### src/rtl/core/lcc_pkg.sv
`timescale 1ns / 1ps
`default_nettype none

package lcc_pkg;

    localparam int CountW = 16;
    localparam int LuxW   = 14;
    localparam int CoefW  = 16;
    localparam int ProdW  = 26;
    localparam int ApbAddrW = 3;

    // gain settings
    localparam logic [1:0] GainUnity = 2'd0;
    localparam logic [1:0] GainX8    = 2'd1;
    localparam logic [1:0] GainX16   = 2'd2;
    localparam logic [1:0] GainHigh  = 2'd3;

    // register index, taken from paddr[2]
    localparam logic RegGain = 1'b0;

    // q16 channel scales at the highest gain: 65536/107 and 65536/115
    localparam logic [9:0] HiScale0 = 10'd612;
    localparam logic [9:0] HiScale1 = 10'd569;

    // ratio <= limit  <=>  ch1 * 1024 < (2 * limit + 1) * ch0, for ch0 != 0
    // limits 0x9a, 0xc3, 0xe6, 0x114
    localparam logic [9:0] SegCmp0 = 10'd309;
    localparam logic [9:0] SegCmp1 = 10'd391;
    localparam logic [9:0] SegCmp2 = 10'd461;
    localparam logic [9:0] SegCmp3 = 10'd553;

    localparam logic [CountW-1:0] SatCount = 16'd4095;
    localparam logic [LuxW-1:0]   SatLux   = 14'd675;

    typedef logic [2:0] seg_t;

    typedef struct packed {
        logic [CountW-1:0] ch0;
        logic [CountW-1:0] ch1;
    } scaled_t;

    typedef struct packed {
        logic [CountW-1:0] ch0;
        logic [CountW-1:0] ch1;
        logic [CoefW-1:0]  b;
        logic [CoefW-1:0]  m;
        logic              sat;
    } coef_t;

    function automatic logic [CoefW-1:0] seg_b(input seg_t seg);
        logic [CoefW-1:0] r;
        case (seg)
            3'd0:    r = 16'h2148;
            3'd1:    r = 16'h2a37;
            3'd2:    r = 16'h18ef;
            3'd3:    r = 16'h0fdf;
            default: r = 16'h0000;
        endcase
        return r;
    endfunction

    function automatic logic [CoefW-1:0] seg_m(input seg_t seg);
        logic [CoefW-1:0] r;
        case (seg)
            3'd0:    r = 16'h3d71;
            3'd1:    r = 16'h5b30;
            3'd2:    r = 16'h2db9;
            3'd3:    r = 16'h199a;
            default: r = 16'h0000;
        endcase
        return r;
    endfunction

endpackage

`default_nettype wire

### src/rtl/core/lcc_if.sv
`timescale 1ns / 1ps
`default_nettype none

interface lcc_in_if;
    logic        valid;
    logic        ready;
    logic [15:0] broadband_count;
    logic [15:0] infrared_count;

    modport source (output valid, output broadband_count, output infrared_count, input ready);
    modport sink   (input valid, input broadband_count, input infrared_count, output ready);
endinterface

interface lcc_out_if;
    logic        valid;
    logic        ready;
    logic [13:0] lux_value;

    modport source (output valid, output lux_value, input ready);
    modport sink   (input valid, input lux_value, output ready);
endinterface

`default_nettype wire

### src/rtl/core/lcc_apb_regs.sv
`timescale 1ns / 1ps
`default_nettype none

module lcc_apb_regs (
    input  logic                          clk,
    input  logic                          rst_n,
    input  logic                          psel,
    input  logic                          penable,
    input  logic                          pwrite,
    input  logic [lcc_pkg::ApbAddrW-1:0]  paddr,
    input  logic [31:0]                   pwdata,
    output logic [31:0]                   prdata,
    output logic                          pready,
    output logic [1:0]                    gain_code
);
    import lcc_pkg::*;

    logic [1:0] gain_reg;
    logic [1:0] gain_next;
    logic       wr_gain;

    assign pready  = 1'b1;
    assign wr_gain = psel && penable && pwrite && (paddr[2] == RegGain);

    always_comb
    begin
        gain_next = gain_reg;
        if (wr_gain)
        begin
            gain_next = pwdata[1:0];
        end
    end

    always_ff @(posedge clk or negedge rst_n)
    begin
        if (!rst_n)
        begin
            gain_reg <= GainUnity;
        end
        else
        begin
            gain_reg <= gain_next;
        end
    end

    always_comb
    begin
        if (paddr[2] == RegGain)
        begin
            prdata = {30'd0, gain_reg};
        end
        else
        begin
            prdata = 32'd0;
        end
    end

    assign gain_code = gain_reg;

endmodule

`default_nettype wire

### src/rtl/core/lcc_scale.sv
`timescale 1ns / 1ps
`default_nettype none

module lcc_scale (
    input  logic                       clk,
    input  logic                       rst_n,
    input  logic [1:0]                 gain_code,
    input  logic                       up_valid,
    output logic                       up_ready,
    input  logic [lcc_pkg::CountW-1:0] broadband_count,
    input  logic [lcc_pkg::CountW-1:0] infrared_count,
    output logic                       dn_valid,
    input  logic                       dn_ready,
    output lcc_pkg::scaled_t           dn_data
);
    import lcc_pkg::*;

    logic           valid_reg;
    scaled_t        data_reg;
    scaled_t        data_next;
    logic [25:0]    hi0;
    logic [25:0]    hi1;

    // highest gain scale, q16 product
    assign hi0 = {10'd0, broadband_count} * {16'd0, HiScale0};
    assign hi1 = {10'd0, infrared_count} * {16'd0, HiScale1};

    always_comb
    begin
        case (gain_code)
            GainUnity:
            begin
                data_next.ch0 = broadband_count;
                data_next.ch1 = infrared_count;
            end
            GainX8:
            begin
                data_next.ch0 = {3'd0, broadband_count[15:3]};
                data_next.ch1 = {3'd0, infrared_count[15:3]};
            end
            GainX16:
            begin
                data_next.ch0 = {4'd0, broadband_count[15:4]};
                data_next.ch1 = {4'd0, infrared_count[15:4]};
            end
            default:
            begin
                data_next.ch0 = {6'd0, hi0[25:16]};
                data_next.ch1 = {6'd0, hi1[25:16]};
            end
        endcase
    end

    assign up_ready = !valid_reg || dn_ready;

    always_ff @(posedge clk or negedge rst_n)
    begin
        if (!rst_n)
        begin
            valid_reg <= 1'b0;
        end
        else if (up_ready)
        begin
            valid_reg <= up_valid;
        end
    end

    always_ff @(posedge clk)
    begin
        if (up_ready && up_valid)
        begin
            data_reg <= data_next;
        end
    end

    assign dn_valid = valid_reg;
    assign dn_data  = data_reg;

endmodule

`default_nettype wire

### src/rtl/core/lcc_segment.sv
`timescale 1ns / 1ps
`default_nettype none

module lcc_segment (
    input  logic             clk,
    input  logic             rst_n,
    input  logic             up_valid,
    output logic             up_ready,
    input  lcc_pkg::scaled_t up_data,
    output logic             dn_valid,
    input  logic             dn_ready,
    output lcc_pkg::coef_t   dn_data
);
    import lcc_pkg::*;

    // stage 2: ratio compare products
    logic              s2_valid_reg;
    logic [CountW-1:0] s2_ch0_reg;
    logic [CountW-1:0] s2_ch1_reg;
    logic [ProdW-1:0]  s2_prod_reg [4];
    logic [ProdW-1:0]  s2_prod_next [4];
    logic              s2_ready;

    // stage 3: segment pick and coefficients
    logic              s3_valid_reg;
    coef_t             s3_data_reg;
    coef_t             s3_data_next;
    logic              s3_ready;
    logic [ProdW-1:0]  ch1_x1024;
    seg_t              seg;

    assign s2_prod_next[0] = {10'd0, up_data.ch0} * {16'd0, SegCmp0};
    assign s2_prod_next[1] = {10'd0, up_data.ch0} * {16'd0, SegCmp1};
    assign s2_prod_next[2] = {10'd0, up_data.ch0} * {16'd0, SegCmp2};
    assign s2_prod_next[3] = {10'd0, up_data.ch0} * {16'd0, SegCmp3};

    assign s3_ready = !s3_valid_reg || dn_ready;
    assign s2_ready = !s2_valid_reg || s3_ready;
    assign up_ready = s2_ready;

    always_ff @(posedge clk or negedge rst_n)
    begin
        if (!rst_n)
        begin
            s2_valid_reg <= 1'b0;
            s3_valid_reg <= 1'b0;
        end
        else
        begin
            if (s2_ready)
            begin
                s2_valid_reg <= up_valid;
            end
            if (s3_ready)
            begin
                s3_valid_reg <= s2_valid_reg;
            end
        end
    end

    always_ff @(posedge clk)
    begin
        if (s2_ready && up_valid)
        begin
            s2_ch0_reg <= up_data.ch0;
            s2_ch1_reg <= up_data.ch1;
            for (int k = 0; k < 4; k++)
            begin
                s2_prod_reg[k] <= s2_prod_next[k];
            end
        end
    end

    assign ch1_x1024 = {s2_ch1_reg, 10'd0};

    // first segment whose limit holds; zero broadband means ratio zero
    always_comb
    begin
        seg = 3'd4;
        for (int k = 3; k >= 0; k--)
        begin
            if (ch1_x1024 < s2_prod_reg[k])
            begin
                seg = 3'(k);
            end
        end
        if (s2_ch0_reg == '0)
        begin
            seg = 3'd0;
        end
    end

    always_comb
    begin
        s3_data_next.ch0 = s2_ch0_reg;
        s3_data_next.ch1 = s2_ch1_reg;
        s3_data_next.b   = seg_b(seg);
        s3_data_next.m   = seg_m(seg);
        s3_data_next.sat = (s2_ch0_reg == SatCount) && (s2_ch1_reg == SatCount);
    end

    always_ff @(posedge clk)
    begin
        if (s3_ready && s2_valid_reg)
        begin
            s3_data_reg <= s3_data_next;
        end
    end

    assign dn_valid = s3_valid_reg;
    assign dn_data  = s3_data_reg;

endmodule

`default_nettype wire

### src/rtl/core/lcc_lux.sv
`timescale 1ns / 1ps
`default_nettype none

module lcc_lux (
    input  logic                     clk,
    input  logic                     rst_n,
    input  logic                     up_valid,
    output logic                     up_ready,
    input  lcc_pkg::coef_t           up_data,
    output logic                     dn_valid,
    input  logic                     dn_ready,
    output logic [lcc_pkg::LuxW-1:0] lux_value
);
    import lcc_pkg::*;

    // stage 4: the two products
    logic          s4_valid_reg;
    logic [31:0]   s4_pos_reg;
    logic [31:0]   s4_neg_reg;
    logic          s4_sat_reg;
    logic          s4_ready;

    // stage 5: clamp, round, output word
    logic            s5_valid_reg;
    logic [LuxW-1:0] s5_lux_reg;
    logic [LuxW-1:0] s5_lux_next;
    logic            s5_ready;
    logic [31:0]     diff;
    logic [32:0]     rounded;

    assign s5_ready = !s5_valid_reg || dn_ready;
    assign s4_ready = !s4_valid_reg || s5_ready;
    assign up_ready = s4_ready;

    always_ff @(posedge clk or negedge rst_n)
    begin
        if (!rst_n)
        begin
            s4_valid_reg <= 1'b0;
            s5_valid_reg <= 1'b0;
        end
        else
        begin
            if (s4_ready)
            begin
                s4_valid_reg <= up_valid;
            end
            if (s5_ready)
            begin
                s5_valid_reg <= s4_valid_reg;
            end
        end
    end

    always_ff @(posedge clk)
    begin
        if (s4_ready && up_valid)
        begin
            s4_pos_reg <= {16'd0, up_data.ch0} * {16'd0, up_data.b};
            s4_neg_reg <= {16'd0, up_data.ch1} * {16'd0, up_data.m};
            s4_sat_reg <= up_data.sat;
        end
    end

    // negative difference clamps to zero
    assign diff    = (s4_pos_reg > s4_neg_reg) ? (s4_pos_reg - s4_neg_reg) : 32'd0;
    assign rounded = {1'b0, diff} + 33'd32768;

    always_comb
    begin
        if (s4_sat_reg)
        begin
            s5_lux_next = SatLux;
        end
        else
        begin
            s5_lux_next = rounded[29:16];
        end
    end

    always_ff @(posedge clk)
    begin
        if (s5_ready && s4_valid_reg)
        begin
            s5_lux_reg <= s5_lux_next;
        end
    end

    assign dn_valid  = s5_valid_reg;
    assign lux_value = s5_lux_reg;

endmodule

`default_nettype wire

### src/rtl/core/two_channel_lux_calc_core.sv
// channel     dir   handshake      payload
// sample_in   in    valid/ready    broadband_count[15:0], infrared_count[15:0]
// lux_out     out   valid/ready    lux_value[13:0]
// apb         in    psel/penable   paddr[2:0], pwdata[31:0], prdata[31:0], pready
//
// five register stages: scale, ratio products, segment pick, products, round
// one word enters per cycle unless lux_out stalls with every stage full
// each stage holds its own valid bit and takes a word when empty or draining,
// so bubbles fill up while the output word waits
// rst_n clears the valid bits and the gain register asynchronously
`timescale 1ns / 1ps
`default_nettype none

module two_channel_lux_calc_core (
    input  logic                          clk,
    input  logic                          rst_n,
    lcc_in_if.sink                        sample_in,
    lcc_out_if.source                     lux_out,
    input  logic                          psel,
    input  logic                          penable,
    input  logic                          pwrite,
    input  logic [lcc_pkg::ApbAddrW-1:0]  paddr,
    input  logic [31:0]                   pwdata,
    output logic [31:0]                   prdata,
    output logic                          pready
);
    import lcc_pkg::*;

    logic       [1:0] gain_code;

    // scale -> segment
    logic             sc_valid;
    logic             sc_ready;
    scaled_t          sc_data;

    // segment -> lux
    logic             sg_valid;
    logic             sg_ready;
    coef_t            sg_data;

    // gain register; write it only while the pipeline is empty (the block does not enforce this)
    lcc_apb_regs u_regs (
        .clk       (clk),
        .rst_n     (rst_n),
        .psel      (psel),
        .penable   (penable),
        .pwrite    (pwrite),
        .paddr     (paddr),
        .pwdata    (pwdata),
        .prdata    (prdata),
        .pready    (pready),
        .gain_code (gain_code)
    );

    // stage 1: gain normalization of both counts
    lcc_scale u_scale (
        .clk             (clk),
        .rst_n           (rst_n),
        .gain_code       (gain_code),
        .up_valid        (sample_in.valid),
        .up_ready        (sample_in.ready),
        .broadband_count (sample_in.broadband_count),
        .infrared_count  (sample_in.infrared_count),
        .dn_valid        (sc_valid),
        .dn_ready        (sc_ready),
        .dn_data         (sc_data)
    );

    // stages 2 and 3: ratio threshold compares replace the divide,
    // then the segment coefficients are looked up
    lcc_segment u_segment (
        .clk      (clk),
        .rst_n    (rst_n),
        .up_valid (sc_valid),
        .up_ready (sc_ready),
        .up_data  (sc_data),
        .dn_valid (sg_valid),
        .dn_ready (sg_ready),
        .dn_data  (sg_data)
    );

    // stages 4 and 5: ch0*b and ch1*m, then clamp, round and saturation
    lcc_lux u_lux (
        .clk       (clk),
        .rst_n     (rst_n),
        .up_valid  (sg_valid),
        .up_ready  (sg_ready),
        .up_data   (sg_data),
        .dn_valid  (lux_out.valid),
        .dn_ready  (lux_out.ready),
        .lux_value (lux_out.lux_value)
    );

endmodule

`default_nettype wire

### src/flat_wrapper.sv
// flat-port wrapper written by rule: the top's interface ports become plain ports
module two_channel_lux_calc_core_flat import lcc_pkg::*;
  (clk, rst_n, psel, penable, pwrite, paddr, pwdata, prdata, pready, sample_in_valid, sample_in_broadband_count, sample_in_infrared_count, sample_in_ready, lux_out_valid, lux_out_lux_value, lux_out_ready);
  lcc_in_if sample_in_i ();
  lcc_out_if lux_out_i ();
  input  logic clk;
  input  logic rst_n;
  input  logic psel;
  input  logic penable;
  input  logic pwrite;
  input  logic [lcc_pkg::ApbAddrW-1:0] paddr;
  input  logic [31:0] pwdata;
  output logic [31:0] prdata;
  output logic pready;
  input wire logic [$bits(sample_in_i.valid)-1:0] sample_in_valid;
  input wire logic [$bits(sample_in_i.broadband_count)-1:0] sample_in_broadband_count;
  input wire logic [$bits(sample_in_i.infrared_count)-1:0] sample_in_infrared_count;
  output wire logic [$bits(sample_in_i.ready)-1:0] sample_in_ready;
  output wire logic [$bits(lux_out_i.valid)-1:0] lux_out_valid;
  output wire logic [$bits(lux_out_i.lux_value)-1:0] lux_out_lux_value;
  input wire logic [$bits(lux_out_i.ready)-1:0] lux_out_ready;
  assign sample_in_i.valid = sample_in_valid;
  assign sample_in_i.broadband_count = sample_in_broadband_count;
  assign sample_in_i.infrared_count = sample_in_infrared_count;
  assign sample_in_ready = sample_in_i.ready;
  assign lux_out_valid = lux_out_i.valid;
  assign lux_out_lux_value = lux_out_i.lux_value;
  assign lux_out_i.ready = lux_out_ready;
  two_channel_lux_calc_core u_core (.clk(clk), .rst_n(rst_n), .sample_in(sample_in_i), .lux_out(lux_out_i), .psel(psel), .penable(penable), .pwrite(pwrite), .paddr(paddr), .pwdata(pwdata), .prdata(prdata), .pready(pready));
endmodule
### config.mk
export PLATFORM = sky130hd
export DESIGN_NAME = two_channel_lux_calc_core_flat
export DESIGN_NICKNAME = d
export VERILOG_FILES = /design/src/rtl/core/lcc_pkg.sv /design/src/rtl/core/lcc_if.sv /design/src/rtl/core/lcc_apb_regs.sv /design/src/rtl/core/lcc_scale.sv /design/src/rtl/core/lcc_segment.sv /design/src/rtl/core/lcc_lux.sv /design/src/rtl/core/two_channel_lux_calc_core.sv /design/src/flat_wrapper.sv
export SDC_FILE = /design/constraint.sdc
export NUM_CORES = 2
export LEC_CHECK = 0
export BUFFER_PORTS_ARGS = -buffer_cell sky130_fd_sc_hd__buf_2
export CORE_MARGIN = 2
export CORE_UTILIZATION = 50
export DETAILED_ROUTE_END_ITERATION = 7
export PLACE_DENSITY = 0.69
export SLEW_MARGIN = 10
export SYNTH_ARGS = -nofsm -noshare
export SYNTH_HDL_FRONTEND = slang
export SYNTH_SLANG_ARGS = --single-unit
### constraint.sdc
create_clock -name clk -period 5.7 [get_ports clk]
set_input_delay 0.285 -clock clk [delete_from_list [all_inputs] [get_ports clk]]
set_output_delay 0.285 -clock clk [all_outputs]
set_load 0.02 [all_outputs]
==> impl_metrics.yaml <==
die:
  io_pins: 123
  fp-row-count: 105
  core_mm2: 0.0817
  die_h_um: 291
  die_w_um: 291
  dieArea_mm2: 0.0844
  start_util_pct: 50.2
min_path:
  hold_depth: 4
  worstHoldStart: "lux_out_ready"
  hold_class: "input port to flip-flop"
  hold-path-endpoint: "u_core.u_lux.s4_valid_reg"
setup_path:
  worstSetupPathType: "flip-flop to flip-flop"
  cp_top_family: "adder cells"
  required_ps: 6020
  crit_top_cell: "fa_1"
  slowest_stage: "fa_1"
  startpoint: "u_core.u_segment.dn_data[12]"
  critPathMaxStageDelay_ps: 520
  r2r_setup_slack_ps: -320
  r2r_start: "u_core.u_segment.dn_data[12]"
  path_buf_inv: 7
  end_kind: "flip-flop"
  r2r_end: "u_core.u_lux.s4_neg_reg[29]"
  startpoint_type: "flip-flop"
  worstPathCellList: "buf_12 > buf_12 > nand2_4 > inv_4 > fa_1 > inv_1 > fa_1 > inv_1 > fa_1 > fa_1 > fa_1 > inv_1 > fa_1 > inv_2 > ha_4 > a21oi_2 > nor2b_1 > nor2_1 > a21boi_2 > o31a_1 > a211o_1 > and3_4 > o41ai_4 > xnor2_1"
  reg2reg_depth: 24
  cp_max_fo: 5
  crit_arrival_ps: 6340
sta:
  finalCritPeriodShare_pct: 106
  relSlewSlack_pct: 24.3
  min_period_ps: 6020
  clock.fmax_mhz: 166
  tightest_slew_ps: 1140
  finalHoldViolations: 0
  setup_viol: 22
  whs_ps: 31.1
  fin_skew_ps: 27.8
  fin_ws_ps: -321
  maxSlewViolCount: 0
  rsz0062_at_grt: "yes"
final_layout:
  multiInputGateArea_mm2: 0.0294
  fillers: 6907
  antenna_cells: 0
  mostFrequentLayoutCells: "901 x inv_1, 721 x ha_1, 492 x fa_1"
  final_common_cell: "inv_1"
  layout.nets: 5720
  drive_gt1_share_pct: 16.6
  instances_no_fill: 5498
  synthToLayoutAreaGrowth_pct: 16.0
  ff_latch_area_mm2: 0.00867
  largest_reg_flops: 92
placed_design:
  dp.cells: 5373
  place_congestion: 0.932
  pre_cts_ws_ps: -389
  portBuffers: 59
  dpl.hpwl_um: 80800
detailed_routing:
  via_per_inst: 5.19
  drt-wirelength-per-cell_um: 17.7
  vias: 28600
  drt-pass1-iter-count: 5
  ant_nets: 0
  drt_wl_total_um: 97300
  drc: 0
  drt_iter0_drc: 1456
clock_network:
  cts_tree: "built"
  clock_path_buffers: 3
  cts_buffers: 40
  htreeDepth: 2
  clock_latency_ps: 600
  clkSinkCount: 290
  clk_pin_slew_ps: 60
  cts-root-buf: "clkbuf_16"
status:
  status: "finished, violations left"
  violations: "negative setup slack"
synthesis:
  synth-edff-count: 283
  ys_warn_count: 0
  synth_area_per_cell_um2: 10.3
  async_flop_share_pct: 2.41
  synth_seq_cells: 290
  yosysSeqAreaShare_pct: 21.1
  syn-cell-area_mm2: 0.0411
  synthCells: 3990
  ys.flop_type: "edfxtp_1"
  synthDistinctLibCells: 79
job:
  maxCapViolCount: 0
grt:
  grt_max_degree: 66
  antenna_found_initial: 0
  track_usage_pct: 23.5
  first_global_vias: 29800
  grt_pass1_wl_um: 157000
  grt_overflow: 0
-- synthesized netlist by cell type, types with 9 or more instances --
cell type	number	share of area (%)
mux4_2	19	1.0
fa_1	503	25
a31oi_1	19	0.29
inv_1	952	8.7
nor2_1	121	1.1
or3_1	12	0.18
a21oi_1	121	1.5
nor4_1	9	0.14
nand2_1	200	1.8
nand4_1	19	0.29
mux2i_1	9	0.22
o211ai_1	10	0.18
a211oi_1	22	0.40
a21o_1	64	1.2
o21bai_1	15	0.27
ha_1	745	23
o21a_1	32	0.59
xor2_1	57	1.2
buf_4	32	0.59
xnor2_1	113	2.4
nor3_1	57	0.69
or2_2	11	0.17
edfxtp_1	283	21
o21ai_0	85	1.0
nor2b_1	29	0.44
and2_1	188	2.9
nand2b_1	29	0.44
clkbuf_1	34	0.31
nand3_1	42	0.51
and3_1	23	0.35
-- per-stage QoR --
| stage | TNS (ps) | area, um^2 | utilization [%] |
|---|---|---|---|
| finish | -4180 | 47600 | 58.3 |
| global route | -9530 | 47600 | 58.3 |
| detailed placement | -5440 | 45000 | 55.1 |
| floorplan | -480 | 41600 | - |
| CTS | -3970 | 47100 | 57.6 |
| global placement | -3780 | 45000 | 55.1 |
-- cells by family after synthesis --
| family | after synthesis | share of synthesized area, % |
|---|---|---|
| fa+ha+maj | 1248 | 47.2 |
| other cells | 2 | 0.0183 |
| simple gates | 771 | 9.69 |
| flops | 290 | 21.1 |
| mux | 32 | 1.37 |
| xor+xnor | 171 | 3.67 |
| compound gates | 449 | 7.18 |
| buf+inv | 1027 | 9.72 |
-- layout make-up --
| type | instances | area share, % |
|---|---|---|
| clock buffer | 42 | 2.16 |
| clock inverter | 30 | 0.890 |
| inverter | 952 | 7.54 |
| multi-input combinational | 2702 | 61.8 |
| sequential | 290 | 18.2 |
| tap | 1070 | 2.81 |
| timing repair buffer | 412 | 6.62 |
-- what timing repair did --
| action | CTS | global route |
|---|---|---|
| hold buffers | 4 | 0 |
| gates cloned | 2 | 0 |
| setup endpoints to repair | 21 | 31 |
| setup buffers | 26 | 26 |
| gates resized for setup | 82 | 114 |
| hold endpoints to repair | 10 | 0 |
| pin swaps | 61 | 94 |
-- routing by layer --
layer	part of all wire [%]	vias up	global-route usage, %
li1	-	13800	-
met1	42	14000	29.5
met2	50	564	42.0
met3	3.9	190	2.59
met4	3.7	0	8.26
met5	0	-	0
-- how the worst max path moves through the flow --
stage	endpoint	slack [ps]	cells past startpoint
after CTS	u_core.u_lux.s4_neg_reg[29]	-360	24
after detailed placement	u_core.u_lux.s4_neg_reg[30]	-390	23
final	u_core.u_lux.s4_neg_reg[29]	-320	24
after floorplan	u_core.u_lux.s4_pos_reg[31]	-130	26
after global placement	u_core.u_lux.s4_pos_reg[30]	-310	22
after global routing	u_core.u_lux.s4_neg_reg[29]	-570	26
-- worst register-to-register path, delay by kind of cell, from the launching register on --
kind	cells	cell delay, ps
AO/OA/AOI/OAI	5	1100
XOR/XNOR	1	100
adder cells (fa/ha/maj)	7	3140
buffers and inverters	7	580
flip-flops	1	440
AND/OR/NAND/NOR	4	420
Power is not shown: default switching activity piles up to over one toggle a cycle in this logic, so the estimate is an artifact.
